`src/hdl/vrsf_pkg.sv`:
```
package vrsf_pkg;

  // func codes of an input item
  localparam logic [2:0] FN_TICK   = 3'd0;
  localparam logic [2:0] FN_SET    = 3'd1;
  localparam logic [2:0] FN_STOP   = 3'd2;
  localparam logic [2:0] FN_RESUME = 3'd3;
  localparam logic [2:0] FN_CLEAR  = 3'd4;

  // configuration register indexes
  localparam logic [2:0] CFG_ACCEL     = 3'd0;
  localparam logic [2:0] CFG_DECEL     = 3'd1;
  localparam logic [2:0] CFG_VEL_ALPHA = 3'd2;
  localparam logic [2:0] CFG_OUT_ALPHA = 3'd3;
  localparam logic [2:0] CFG_RAMP_EN   = 3'd4;
  localparam logic [2:0] CFG_FILT_EN   = 3'd5;

  typedef enum logic [3:0] {
    ST_IDLE,
    ST_EXEC,
    ST_STEP,
    ST_RAMP,
    ST_LP1_MUL,
    ST_LP1_ADD,
    ST_LP2_MUL,
    ST_LP2_ADD,
    ST_BYPASS,
    ST_DONE
  } state_e;

  typedef enum logic [1:0] {
    MUL_STEP,
    MUL_LP1,
    MUL_LP2
  } mul_sel_e;

  typedef struct packed {
    logic     load_in;
    logic     exec;
    logic     mul_en;
    mul_sel_e mul_sel;
    logic     ramp_upd;
    logic     lp1_upd;
    logic     lp2_upd;
    logic     bypass;
    logic     out_load;
  } dp_cmd_t;

  typedef struct packed {
    logic tick_go;
    logic ramp_en;
    logic filter_en;
  } dp_status_t;

endpackage

```
`src/hdl/vrsf_ctrl.sv`:
```
module vrsf_ctrl (
  input  logic                 clk_i,
  input  logic                 rst_ni,
  input  logic                 in_valid_i,
  output logic                 in_stall_o,
  output logic                 out_valid_o,
  input  logic                 out_stall_i,
  input  vrsf_pkg::dp_status_t status_i,
  output vrsf_pkg::dp_cmd_t    cmd_o
);

  vrsf_pkg::state_e state_q, state_d;
  logic             out_valid_q, out_valid_d;
  logic             out_free;

  assign out_free    = !out_valid_q || !out_stall_i;
  assign in_stall_o  = (state_q != vrsf_pkg::ST_IDLE);
  assign out_valid_o = out_valid_q;

  // next state
  always_comb begin
    state_d = state_q;
    case (state_q)
      vrsf_pkg::ST_IDLE: begin
        if (in_valid_i) state_d = vrsf_pkg::ST_EXEC;
      end
      vrsf_pkg::ST_EXEC: begin
        if (!status_i.tick_go)      state_d = vrsf_pkg::ST_DONE;
        else if (status_i.ramp_en)  state_d = vrsf_pkg::ST_STEP;
        else if (status_i.filter_en) state_d = vrsf_pkg::ST_LP1_MUL;
        else                        state_d = vrsf_pkg::ST_BYPASS;
      end
      vrsf_pkg::ST_STEP: state_d = vrsf_pkg::ST_RAMP;
      vrsf_pkg::ST_RAMP: begin
        state_d = status_i.filter_en ? vrsf_pkg::ST_LP1_MUL : vrsf_pkg::ST_BYPASS;
      end
      vrsf_pkg::ST_LP1_MUL: state_d = vrsf_pkg::ST_LP1_ADD;
      vrsf_pkg::ST_LP1_ADD: state_d = vrsf_pkg::ST_LP2_MUL;
      vrsf_pkg::ST_LP2_MUL: state_d = vrsf_pkg::ST_LP2_ADD;
      vrsf_pkg::ST_LP2_ADD: state_d = vrsf_pkg::ST_DONE;
      vrsf_pkg::ST_BYPASS:  state_d = vrsf_pkg::ST_DONE;
      vrsf_pkg::ST_DONE: begin
        if (out_free) state_d = vrsf_pkg::ST_IDLE;
      end
      default: state_d = vrsf_pkg::ST_IDLE;
    endcase
  end

  // commands
  always_comb begin
    cmd_o       = '0;
    cmd_o.mul_sel = vrsf_pkg::MUL_STEP;
    out_valid_d = out_valid_q && out_stall_i;
    case (state_q)
      vrsf_pkg::ST_IDLE:    cmd_o.load_in = in_valid_i;
      vrsf_pkg::ST_EXEC:    cmd_o.exec = 1'b1;
      vrsf_pkg::ST_STEP:    cmd_o.mul_en = 1'b1;
      vrsf_pkg::ST_RAMP:    cmd_o.ramp_upd = 1'b1;
      vrsf_pkg::ST_LP1_MUL: begin
        cmd_o.mul_en  = 1'b1;
        cmd_o.mul_sel = vrsf_pkg::MUL_LP1;
      end
      vrsf_pkg::ST_LP1_ADD: cmd_o.lp1_upd = 1'b1;
      vrsf_pkg::ST_LP2_MUL: begin
        cmd_o.mul_en  = 1'b1;
        cmd_o.mul_sel = vrsf_pkg::MUL_LP2;
      end
      vrsf_pkg::ST_LP2_ADD: cmd_o.lp2_upd = 1'b1;
      vrsf_pkg::ST_BYPASS:  cmd_o.bypass = 1'b1;
      vrsf_pkg::ST_DONE: begin
        if (out_free) begin
          cmd_o.out_load = 1'b1;
          out_valid_d    = 1'b1;
        end
      end
      default: cmd_o = '0;
    endcase
  end

  always_ff @(posedge clk_i or negedge rst_ni) begin
    if (!rst_ni) begin
      state_q     <= vrsf_pkg::ST_IDLE;
      out_valid_q <= 1'b0;
    end else begin
      state_q     <= state_d;
      out_valid_q <= out_valid_d;
    end
  end

endmodule

```
`src/hdl/vrsf_dp.sv`:
```
module vrsf_dp (
  input  logic                 clk_i,
  input  logic                 rst_ni,
  input  vrsf_pkg::dp_cmd_t    cmd_i,
  output vrsf_pkg::dp_status_t status_o,
  input  logic                 cfg_we_i,
  input  logic [2:0]           cfg_index_i,
  input  logic [8:0]           cfg_data_i,
  input  logic [2:0]           func_i,
  input  logic [16:0]          tick_period_i,
  input  logic signed [15:0]   target_speed_i,
  output logic signed [15:0]   drive_output_o,
  output logic                 period_rejected_o,
  output logic                 stop_active_o
);

  localparam logic signed [15:0] SpeedMax = 16'sd25600;
  localparam logic signed [20:0] SpeedMaxW = 21'sd25600;
  localparam logic [16:0]        Deadband = 17'd26;
  localparam logic [16:0]        PeriodMax = 17'd65536;
  localparam logic [8:0]         StopDecel = 9'd200;

  // configuration
  logic [7:0] accel_q;
  logic [8:0] decel_q, va_q, oa_q;
  logic       ren_q, fen_q;

  // architectural state
  logic signed [15:0] goal_q, ramp_q, smooth_q, held_q;
  logic               stop_q, ovr_q, rej_q;

  // item and working registers
  logic [2:0]         func_q;
  logic [16:0]        dt_q;
  logic signed [15:0] tgt_q;
  logic signed [16:0] diff_q;
  logic signed [27:0] prod_q;

  // result registers
  logic signed [15:0] drive_q;
  logic               rej_out_q, stop_out_q;

  logic               dt_ok;
  logic [7:0]         accel_c;
  logic [8:0]         decel_c, va_c, oa_c, rate;
  logic signed [16:0] goal_eff, diff_d, d_lp1, d_lp2;
  logic signed [17:0] mul_a;
  logic signed [9:0]  mul_b;
  logic signed [27:0] prod_d;
  logic [16:0]        mag;
  logic [19:0]        step;
  logic               snap;
  logic signed [16:0] ramp_w, step_w, ramp_mv;
  logic signed [28:0] lp_sum1, lp_sum2;
  logic signed [20:0] lp_y2;
  logic signed [15:0] held_sat, tgt_sat;

  assign dt_ok = (dt_q != 17'd0) && (dt_q <= PeriodMax);
  assign status_o.tick_go   = (func_q == vrsf_pkg::FN_TICK) && dt_ok;
  assign status_o.ramp_en   = ren_q;
  assign status_o.filter_en = fen_q;

  // register values are clamped where used
  always_comb begin
    accel_c = (accel_q == 8'd0) ? 8'd1 : ((accel_q > 8'd200) ? 8'd200 : accel_q);
    decel_c = (decel_q == 9'd0) ? 9'd1 : ((decel_q > 9'd500) ? 9'd500 : decel_q);
    va_c    = (va_q < 9'd26) ? 9'd26 : ((va_q > 9'd256) ? 9'd256 : va_q);
    oa_c    = (oa_q < 9'd26) ? 9'd26 : ((oa_q > 9'd256) ? 9'd256 : oa_q);
    rate    = !diff_q[16] ? {1'b0, accel_c} : (ovr_q ? StopDecel : decel_c);
  end

  assign tgt_sat = (tgt_q > SpeedMax) ? SpeedMax :
                   ((tgt_q < -SpeedMax) ? -SpeedMax : tgt_q);

  assign goal_eff = stop_q ? 17'sd0 : {goal_q[15], goal_q};
  assign diff_d   = goal_eff - {ramp_q[15], ramp_q};

  // shared multiplier
  assign d_lp1 = {ramp_q[15], ramp_q} - {smooth_q[15], smooth_q};
  assign d_lp2 = {smooth_q[15], smooth_q} - {held_q[15], held_q};

  always_comb begin
    case (cmd_i.mul_sel)
      vrsf_pkg::MUL_STEP: begin
        mul_a = {1'b0, dt_q};
        mul_b = {1'b0, rate};
      end
      vrsf_pkg::MUL_LP1: begin
        mul_a = {d_lp1[16], d_lp1};
        mul_b = {1'b0, va_c};
      end
      vrsf_pkg::MUL_LP2: begin
        mul_a = {d_lp2[16], d_lp2};
        mul_b = {1'b0, oa_c};
      end
      default: begin
        mul_a = '0;
        mul_b = '0;
      end
    endcase
  end

  assign prod_d = mul_a * mul_b;

  // ramp step: product is never negative here
  assign mag     = diff_q[16] ? -diff_q : diff_q;
  assign step    = prod_q[27:8];
  assign snap    = (mag < Deadband) || ({3'b000, mag} <= step);
  assign ramp_w  = {ramp_q[15], ramp_q};
  assign step_w  = {1'b0, step[15:0]};
  assign ramp_mv = diff_q[16] ? (ramp_w - step_w) : (ramp_w + step_w);

  // y = floor((256*y_prev + a*(x - y_prev) + 128) / 256)
  assign lp_sum1 = $signed({{5{smooth_q[15]}}, smooth_q, 8'd0}) + {prod_q[27], prod_q}
                   + 29'sd128;
  assign lp_sum2 = $signed({{5{held_q[15]}}, held_q, 8'd0}) + {prod_q[27], prod_q}
                   + 29'sd128;
  assign lp_y2   = lp_sum2[28:8];
  assign held_sat = (lp_y2 > SpeedMaxW) ? SpeedMax :
                    ((lp_y2 < -SpeedMaxW) ? -SpeedMax : lp_y2[15:0]);

  // payload registers
  always_ff @(posedge clk_i) begin
    if (cmd_i.load_in) begin
      func_q <= func_i;
      dt_q   <= tick_period_i;
      tgt_q  <= target_speed_i;
    end
    if (cmd_i.exec) diff_q <= diff_d;
    if (cmd_i.mul_en) prod_q <= prod_d;
    if (cmd_i.out_load) begin
      drive_q    <= held_q;
      rej_out_q  <= rej_q;
      stop_out_q <= stop_q;
    end
  end

  always_ff @(posedge clk_i or negedge rst_ni) begin
    if (!rst_ni) begin
      accel_q  <= 8'd50;
      decel_q  <= 9'd100;
      va_q     <= 9'd77;
      oa_q     <= 9'd128;
      ren_q    <= 1'b1;
      fen_q    <= 1'b1;
      goal_q   <= '0;
      ramp_q   <= '0;
      smooth_q <= '0;
      held_q   <= '0;
      stop_q   <= 1'b0;
      ovr_q    <= 1'b0;
      rej_q    <= 1'b0;
    end else begin
      if (cmd_i.exec) begin
        rej_q <= 1'b0;
        case (func_q)
          vrsf_pkg::FN_TICK: begin
            if (!dt_ok) begin
              rej_q <= 1'b1;
            end else begin
              if (stop_q) begin
                goal_q <= '0;
                ovr_q  <= 1'b1;
              end
              if (!ren_q) ramp_q <= goal_eff[15:0];
            end
          end
          vrsf_pkg::FN_SET: goal_q <= tgt_sat;
          vrsf_pkg::FN_STOP: begin
            stop_q <= 1'b1;
            goal_q <= '0;
          end
          vrsf_pkg::FN_RESUME: stop_q <= 1'b0;
          vrsf_pkg::FN_CLEAR: begin
            goal_q   <= '0;
            ramp_q   <= '0;
            smooth_q <= '0;
            held_q   <= '0;
            stop_q   <= 1'b0;
          end
          default: ;
        endcase
      end
      if (cmd_i.ramp_upd) ramp_q <= snap ? goal_q : ramp_mv[15:0];
      if (cmd_i.lp1_upd) smooth_q <= lp_sum1[23:8];
      if (cmd_i.lp2_upd) held_q <= held_sat;
      if (cmd_i.bypass) begin
        smooth_q <= ramp_q;
        held_q   <= ramp_q;
      end
      if (cfg_we_i) begin
        case (cfg_index_i)
          vrsf_pkg::CFG_ACCEL:     accel_q <= cfg_data_i[7:0];
          vrsf_pkg::CFG_DECEL: begin
            decel_q <= cfg_data_i;
            ovr_q   <= 1'b0;
          end
          vrsf_pkg::CFG_VEL_ALPHA: va_q  <= cfg_data_i;
          vrsf_pkg::CFG_OUT_ALPHA: oa_q  <= cfg_data_i;
          vrsf_pkg::CFG_RAMP_EN:   ren_q <= cfg_data_i[0];
          vrsf_pkg::CFG_FILT_EN:   fen_q <= cfg_data_i[0];
          default: ;
        endcase
      end
    end
  end

  assign drive_output_o    = drive_q;
  assign period_rejected_o = rej_out_q;
  assign stop_active_o     = stop_out_q;

endmodule

```
`src/hdl/velocity_ramp_and_smoothing_filter.sv`:
```
// Channel  | Handshake                | Payload
// ---------+--------------------------+------------------------------------------
// input    | in_valid_i / in_stall_o  | func_i, tick_period_i, target_speed_i
// result   | out_valid_o / out_stall_i| drive_output_o, period_rejected_o,
//          |                          | stop_active_o
// config   | cfg_we_i (no wait)       | cfg_index_i, cfg_data_i
//
// An item is taken in the idle state and worked on alone. Set target, stop,
// resume, clear state, spare codes and a rejected tick go from execute
// straight to done; a valid tick first takes the ramp step and update, unless
// the ramp is off, then the two low-pass stages, or a bypass step with the
// filters off. A single shared multiplier serves in turn the ramp step and
// each of the two low-pass stages, each product registered before its add.
// Reset clears the control, the motion state and loads the register defaults.
// The result register holds a finished item while out_stall_i is high; the
// next item is accepted meanwhile and waits in its last state if needed.
module velocity_ramp_and_smoothing_filter (
  input  logic               clk_i,
  input  logic               rst_ni,
  // configuration write port
  input  logic               cfg_we_i,
  input  logic [2:0]         cfg_index_i,
  input  logic [8:0]         cfg_data_i,
  // input items
  input  logic               in_valid_i,
  output logic               in_stall_o,
  input  logic [2:0]         func_i,
  input  logic [16:0]        tick_period_i,
  input  logic signed [15:0] target_speed_i,
  // result items
  output logic               out_valid_o,
  input  logic               out_stall_i,
  output logic signed [15:0] drive_output_o,
  output logic               period_rejected_o,
  output logic               stop_active_o
);

  vrsf_pkg::dp_cmd_t    cmd;
  vrsf_pkg::dp_status_t status;

  // sequencer: steps the datapath through one item
  vrsf_ctrl u_ctrl (
    .clk_i       (clk_i),
    .rst_ni      (rst_ni),
    .in_valid_i  (in_valid_i),
    .in_stall_o  (in_stall_o),
    .out_valid_o (out_valid_o),
    .out_stall_i (out_stall_i),
    .status_i    (status),
    .cmd_o       (cmd)
  );

  // ramp, two low-pass stages, settings and the result register
  vrsf_dp u_dp (
    .clk_i             (clk_i),
    .rst_ni            (rst_ni),
    .cmd_i             (cmd),
    .status_o          (status),
    .cfg_we_i          (cfg_we_i),
    .cfg_index_i       (cfg_index_i),
    .cfg_data_i        (cfg_data_i),
    .func_i            (func_i),
    .tick_period_i     (tick_period_i),
    .target_speed_i    (target_speed_i),
    .drive_output_o    (drive_output_o),
    .period_rejected_o (period_rejected_o),
    .stop_active_o     (stop_active_o)
  );

endmodule

```
`config.mk`:
```
export PLATFORM = sky130hd
export DESIGN_NAME = velocity_ramp_and_smoothing_filter
export DESIGN_NICKNAME = d
export VERILOG_FILES = /design/src/hdl/vrsf_pkg.sv /design/src/hdl/vrsf_ctrl.sv /design/src/hdl/vrsf_dp.sv /design/src/hdl/velocity_ramp_and_smoothing_filter.sv
export SDC_FILE = /design/constraint.sdc
export NUM_CORES = 1
export LEC_CHECK = 0
export BUFFER_PORTS_ARGS = -buffer_cell sky130_fd_sc_hd__buf_2
export CAP_MARGIN = 20
export CORE_MARGIN = 2
export CORE_UTILIZATION = 45
export CTS_BUF_LIST = sky130_fd_sc_hd__clkbuf_16
export CTS_CLUSTER_DIAMETER = 100
export DETAILED_ROUTE_END_ITERATION = 6
export HOLD_SLACK_MARGIN = 0.05
export PLACE_DENSITY = 0.7
export SETUP_SLACK_MARGIN = 0.3
export SLEW_MARGIN = 5
export SYNTH_ARGS = -nofsm -noshare
export SYNTH_HDL_FRONTEND = slang
export SYNTH_SLANG_ARGS = --single-unit
```
`constraint.sdc`:
```
create_clock -name clk_i -period 8.69 [get_ports clk_i]
set_input_delay 1.3035 -clock clk_i [delete_from_list [all_inputs] [get_ports clk_i]]
set_output_delay 1.3035 -clock clk_i [all_outputs]
set_load 0.05 [all_outputs]
```
== After elaboration in Yosys (flattened, before gate mapping) ==
Index checks and enable logic that the tools add are counted.
Operators by class
  $add $sub $neg: 10
  multiply operators: 1
  magnitude comparators: 13
  equal/unequal tests: 26
  muxes and demuxes: 61
  reductions and logical operators: 39
Operator list (number)
  $mux 16: 18
  $mux 9: 8
  $pmux 18 s3: 1
  $pmux 16 s3: 1
  $pmux 4 s9: 1
  $mux 17: 2
  $sub 16x16->17: 2
  $pmux 16 s2: 1
  $add 24x28->29: 1
  $add 29x8->29 const B: 1
  $mul 18x10->28: 1
  $gt 9x9->1 const B: 3
  $pmux 9 s3: 1
  $add 24x24->24: 1
  $add 24x8->24 const B: 1
  $gt 21x16->1 const B: 1
  $lt 21x16->1 const B: 1
  $le 17x20->1: 1
  $mux 4: 5
  $reduce_and 2->1: 10
  $mux 1: 19
  $lt 9x5->1 const B: 2
  $reduce_bool 3->1: 6
  $le 17x17->1 const B: 1
  38 further kinds: 61
Word-level totals
  bits in registers: 208
  bits of input ports: 53
  output and inout port bits: 20
  logic and storage cells: 173

== Longest topological paths before layout ==
  depth after elaboration: 7
  depth in mapped cells: 33
  depth with buffers taken out: 33

== By module ==
From an unflattened synthesis, not the netlist that was laid out.
Second synthesis, totals
  cells, all modules: 2157
  area, all modules: 19975.4 sq um
Modules (own cells, without submodules)
  vrsf_dp: instances 1, cells an instance 2104, area each 19597.5 sq um, sequential area each 5381.4 sq um
  vrsf_ctrl: instances 1, cells an instance 53, area each 377.9 sq um, sequential area each 125.1 sq um

== Worst setup path before layout ==
OpenSTA, ideal clock, no wires.
  path kind: flip-flop to flip-flop
  from: register u_dp.smooth_q[0]
  to: register u_dp.prod_q[26] (data pin)
  setup time: 0.180 ns
  arrival time: 7.076 ns
  data required time: 8.510 ns
  setup slack: 1.434 ns
  stages on the path, launching flop included: 30
  buffers on the path: 0
  cells stage by stage: dfrtp_1 -> ha_1 -> fa_1 -> nor2b_1 -> o21ai_1 -> a21boi_1 -> nor4_1 -> nor2_1 -> nor2_1 -> xnor2_1 -> a222oi_1 -> nor2_1 -> fa_1 -> fa_1 -> fa_1 -> fa_1 -> inv_1 -> fa_1 -> inv_1 -> ha_1 -> a21o_1 -> a21o_1 -> a21o_1 -> o21ai_1 -> a21oi_1 -> nand2_1 -> nand2_1 -> o211ai_1 -> a31oi_1 -> o311ai_1
On the way
  longest elaborated chain between the ends: 3
  elaborated cells between the ends (all ways): 4
  classes of those cells: add/sub (2); mul (1); mux (1)
Ends and longest elaborated chain
  from (decl): line vrsf_dp.sv:29  | logic signed [15:0] goal_q, ramp_q, smooth_q, held_q;
  from (signal assigned): line vrsf_dp.sv:185  | if (cmd_i.lp1_upd) smooth_q <= lp_sum1[23:8];
  from (signal assigned): line vrsf_dp.sv:188  | smooth_q <= ramp_q;
  $sub 16x16->17 (on tied branches): line vrsf_dp.sv:80, vrsf_dp.sv:79
  $pmux 18 s3 (*): line vrsf_dp.sv:83  | case (cmd_i.mul_sel)
  $mul 18x10->28 (*): line vrsf_dp.sv:103  | assign prod_d = mul_a * mul_b;
  via u_dp.prod_d[26]: line vrsf_dp.sv:49  | logic signed [27:0] prod_d;
  to (signal assigned): line vrsf_dp.sv:130  | if (cmd_i.mul_en) prod_q <= prod_d;
  to (decl): line vrsf_dp.sv:37  | logic signed [27:0] prod_q;
The timed path passes the listed nets; every way through them passes the cells marked *.
A chain may end at the register's enable or synchronous reset.

== Worst setup path in the final report ==
  from: register u_dp.smooth_q[0]
  to: register u_dp.prod_q[27] (data pin)
The elaborated chain is that of the path after synthesis.

==> results.json <==
{
  "io_pins": 73,
  "setup_tns_ns": 0,
  "track_usage_pct": 25.71,
  "gp_congestion": 0.9702,
  "grt_setup_unrepaired": "yes",
  "yosysTopAreaCell": "fa_1",
  "netlist-cell-type-count": 90,
  "fp-row-count": 76,
  "wl_per_cell_um": 20.45,
  "hold_path.class": "reg -> reg",
  "cp.arrival_ns": 8.20,
  "relSlewSlack_pct": 26.31,
  "cts_tree": "built",
  "coreArea_um2": 43170,
  "outcome": "finished with violations",
  "io_buffers": 72,
  "clockRootBuffer": "clkbuf_16",
  "syn_nets": 2505,
  "dieArea_um2": 45610,
  "worstSetupEndpointType": "register",
  "synth_area_leaders": "fa_1, edfxtp_1, dfrtp_1",
  "ys_warn_count": 0,
  "worstPathRequired_ns": 8.94,
  "die_height_um": 213.6,
  "synth_ff_type": "dfrtp_1",
  "drt_iter0_markers": 1446,
  "via_per_inst": 5.908,
  "postSynthCellCount": 2134,
  "die_w_um": 213.6,
  "clk_pin_slew_ns": 0.06,
  "drc": 1,
  "path_class": "reg -> reg",
  "seq_area_frac_synth_pct": 27.86,
  "insertedDiodeCount": 0,
  "overflow": 0,
  "start_kind": "register",
  "drtPass1Iterations": 7,
  "netlist.area_leader.share_pct": 14.28,
  "setup_viol": 0,
  "grt_pass1_vias": 16350,
  "ff2ff_setup_slack_ns": 0.74,
  "drv_cap": 0,
  "fmax_mhz": 125.8,
  "clockBufferDepth": 3,
  "max_stage_delay_ns": 0.58,
  "antenna_found_initial": 0,
  "cp_max_fo": 6,
  "hpwl_um": 45970,
  "insertion_delay_ns": 0.55,
  "drive_gt1_share_pct": 11.13,
  "synth-async-reset-ratio_pct": 54.23,
  "slew_violations": 0,
  "final_antenna_net_count": 0,
  "finalHoldViolations": 0,
  "startpoint": "u_dp.smooth_q[0]",
  "rr_worst_depth": 33,
  "fin_crit_sh_pct": 91.51,
  "yosys-top-cells-count": "inv_1, nor2_1, ha_1, nand2_1, fa_1",
  "slowest_stage": "fa_1",
  "reg2reg_from": "u_dp.smooth_q[0]",
  "failed_checks": "DRC",
  "period_needed_ns": 7.952,
  "syn_area_per_cell_um2": 9.261,
  "tightest_slew_ns": 1.105,
  "ys_ff_latch": 201,
  "r2r_end": "u_dp.prod_q[27]",
  "vias": 16680,
  "initial_core_util_pct": 45.78,
  "grt_pass1_wl_um": 90360,
  "cts_max_level": 1,
  "nets": 2591,
  "synth_enable_flop_cells": 92,
  "crit_path_end": "u_dp.prod_q[27]",
  "area_growth_pct": 10.90,
  "clock_skew_ns": 0.02205,
  "cts_made_buffers": 24,
  "grt_start_max_net_pins": 80,
  "wl_um": 57740,
  "clock-sinks": 201,
  "synth_most_common_cell": "inv_1",
  "synth_area_um2": 19760
}
critical path: cells and delay by family (launching register included):
| kind | cells | cell delay (ns) |
|---|---|---|
| fa+ha+maj | 8 | 3.53 |
| flops | 1 | 0.47 |
| xor+xnor | 2 | 0.25 |
| compound gates | 13 | 2.40 |
| buf+inv | 6 | 0.46 |
| simple gates | 4 | 0.54 |
how the worst min path moves through the flow:
stage	startpoint	end	slack [ns]	depth (start not counted)
2_1_floorplan	u_dp.rej_q	u_dp.period_rejected_o	0.43	0
3_3_place_gp	u_dp.rej_q	u_dp.period_rejected_o	0.43	0
3_5_place_dp	u_dp.rej_q	u_dp.period_rejected_o	0.44	0
4_1_cts	u_dp.rej_q	u_dp.period_rejected_o	0.45	0
5_1_grt	u_dp.rej_q	u_dp.period_rejected_o	0.47	0
6_report	u_dp.rej_q	u_dp.period_rejected_o	0.45	0
metrics by stage:
step	std cells	worst slack [ns]	area (um2)	utilization, %	hold slack, ns
2_1_floorplan	2134	1.434	19760	-	0.4256
3_3_place_gp	2776	0.8396	20950	48.53	0.4336
3_5_place_dp	2776	0.6587	20950	48.53	0.4394
4_1_cts	2820	0.6260	21860	50.63	0.4537
5_1_grt	2823	0.2863	21920	50.77	0.4700
6_report	2823	0.7378	21920	50.77	0.4504
per-layer routing:
metal  global-route usage, %  vias to the layer above  part of all wire [%]
li1                        -                     7659                     -
met1                   36.94                     8126                    43
met2                   39.41                      756                    44
met3                   3.325                      136                   8.4
met4                   10.30                        0                   4.5
met5                       0                        -                     0
what timing repair did:
item / 4_1_cts / 5_1_grt
endpoints found under the setup margin: 0 / 7
resized for setup: 0 / 4
hold buffers: 0 / 0
setup buffers: 0 / 1
cells by family after synthesis:
group | after synthesis | share of synthesized area, %
simple gates | 649 | 16.07
xor+xnor | 122 | 5.407
compound gates | 471 | 16.32
fa+ha+maj | 318 | 25.49
flops | 201 | 27.86
buf+inv | 326 | 6.242
mux | 47 | 2.608
layout make-up:
cell class	instances	area (um2)
timing repair buffer	106	628.1
sequential	201	5507
inverter	280	1051
clock inverter	19	281.5
tap	585	732.0
clock buffer	25	625.6
fill	4080	21260
multi-input combinational	1607	13090
registers in the layout (all words and copies together) (netlist names), 4 cells and up:
signal	flops
u_ctrl.state_q	4
u_dp.accel_q	8
u_dp.decel_q	9
u_dp.diff_q	17
u_dp.drive_output_o	16
u_dp.dt_q	17
u_dp.goal_q	16
u_dp.held_q	16
u_dp.oa_q	9
u_dp.prod_q	21
u_dp.ramp_q	16
u_dp.smooth_q	16
u_dp.tgt_q	16
u_dp.va_q	9
cell usage in the layout, fill, tap and decap left out, drive strengths merged, types with 9 or more instances in the layout:
cell type and n:
a22o 16, o221ai 12, clkinv 9, nor2b 37, o211ai 17, xnor2 85
inv 282, mux2 36, clkbuf 26, or2 25, o31ai 9, dfstp 13
o21a 21, fa 141, and3 10, nand2b 31, nor2 194, or3 17
a21boi 14, a22oi 21, a221o 9, o21ai 91, nand2 155, nor4 16
a211oi 15, nand4 13, ha 177, a21o 33, and2 16, a31oi 27
nand3 45, xor2 37, dfrtp 96, buf 105, a21oi 100, edfxtp 92
nor3 56, a221oi 10, mux2i 11
Power is left out: the tool's default activity adds up to more than one toggle a clock period on the data nets, which glitch-free logic cannot reach.
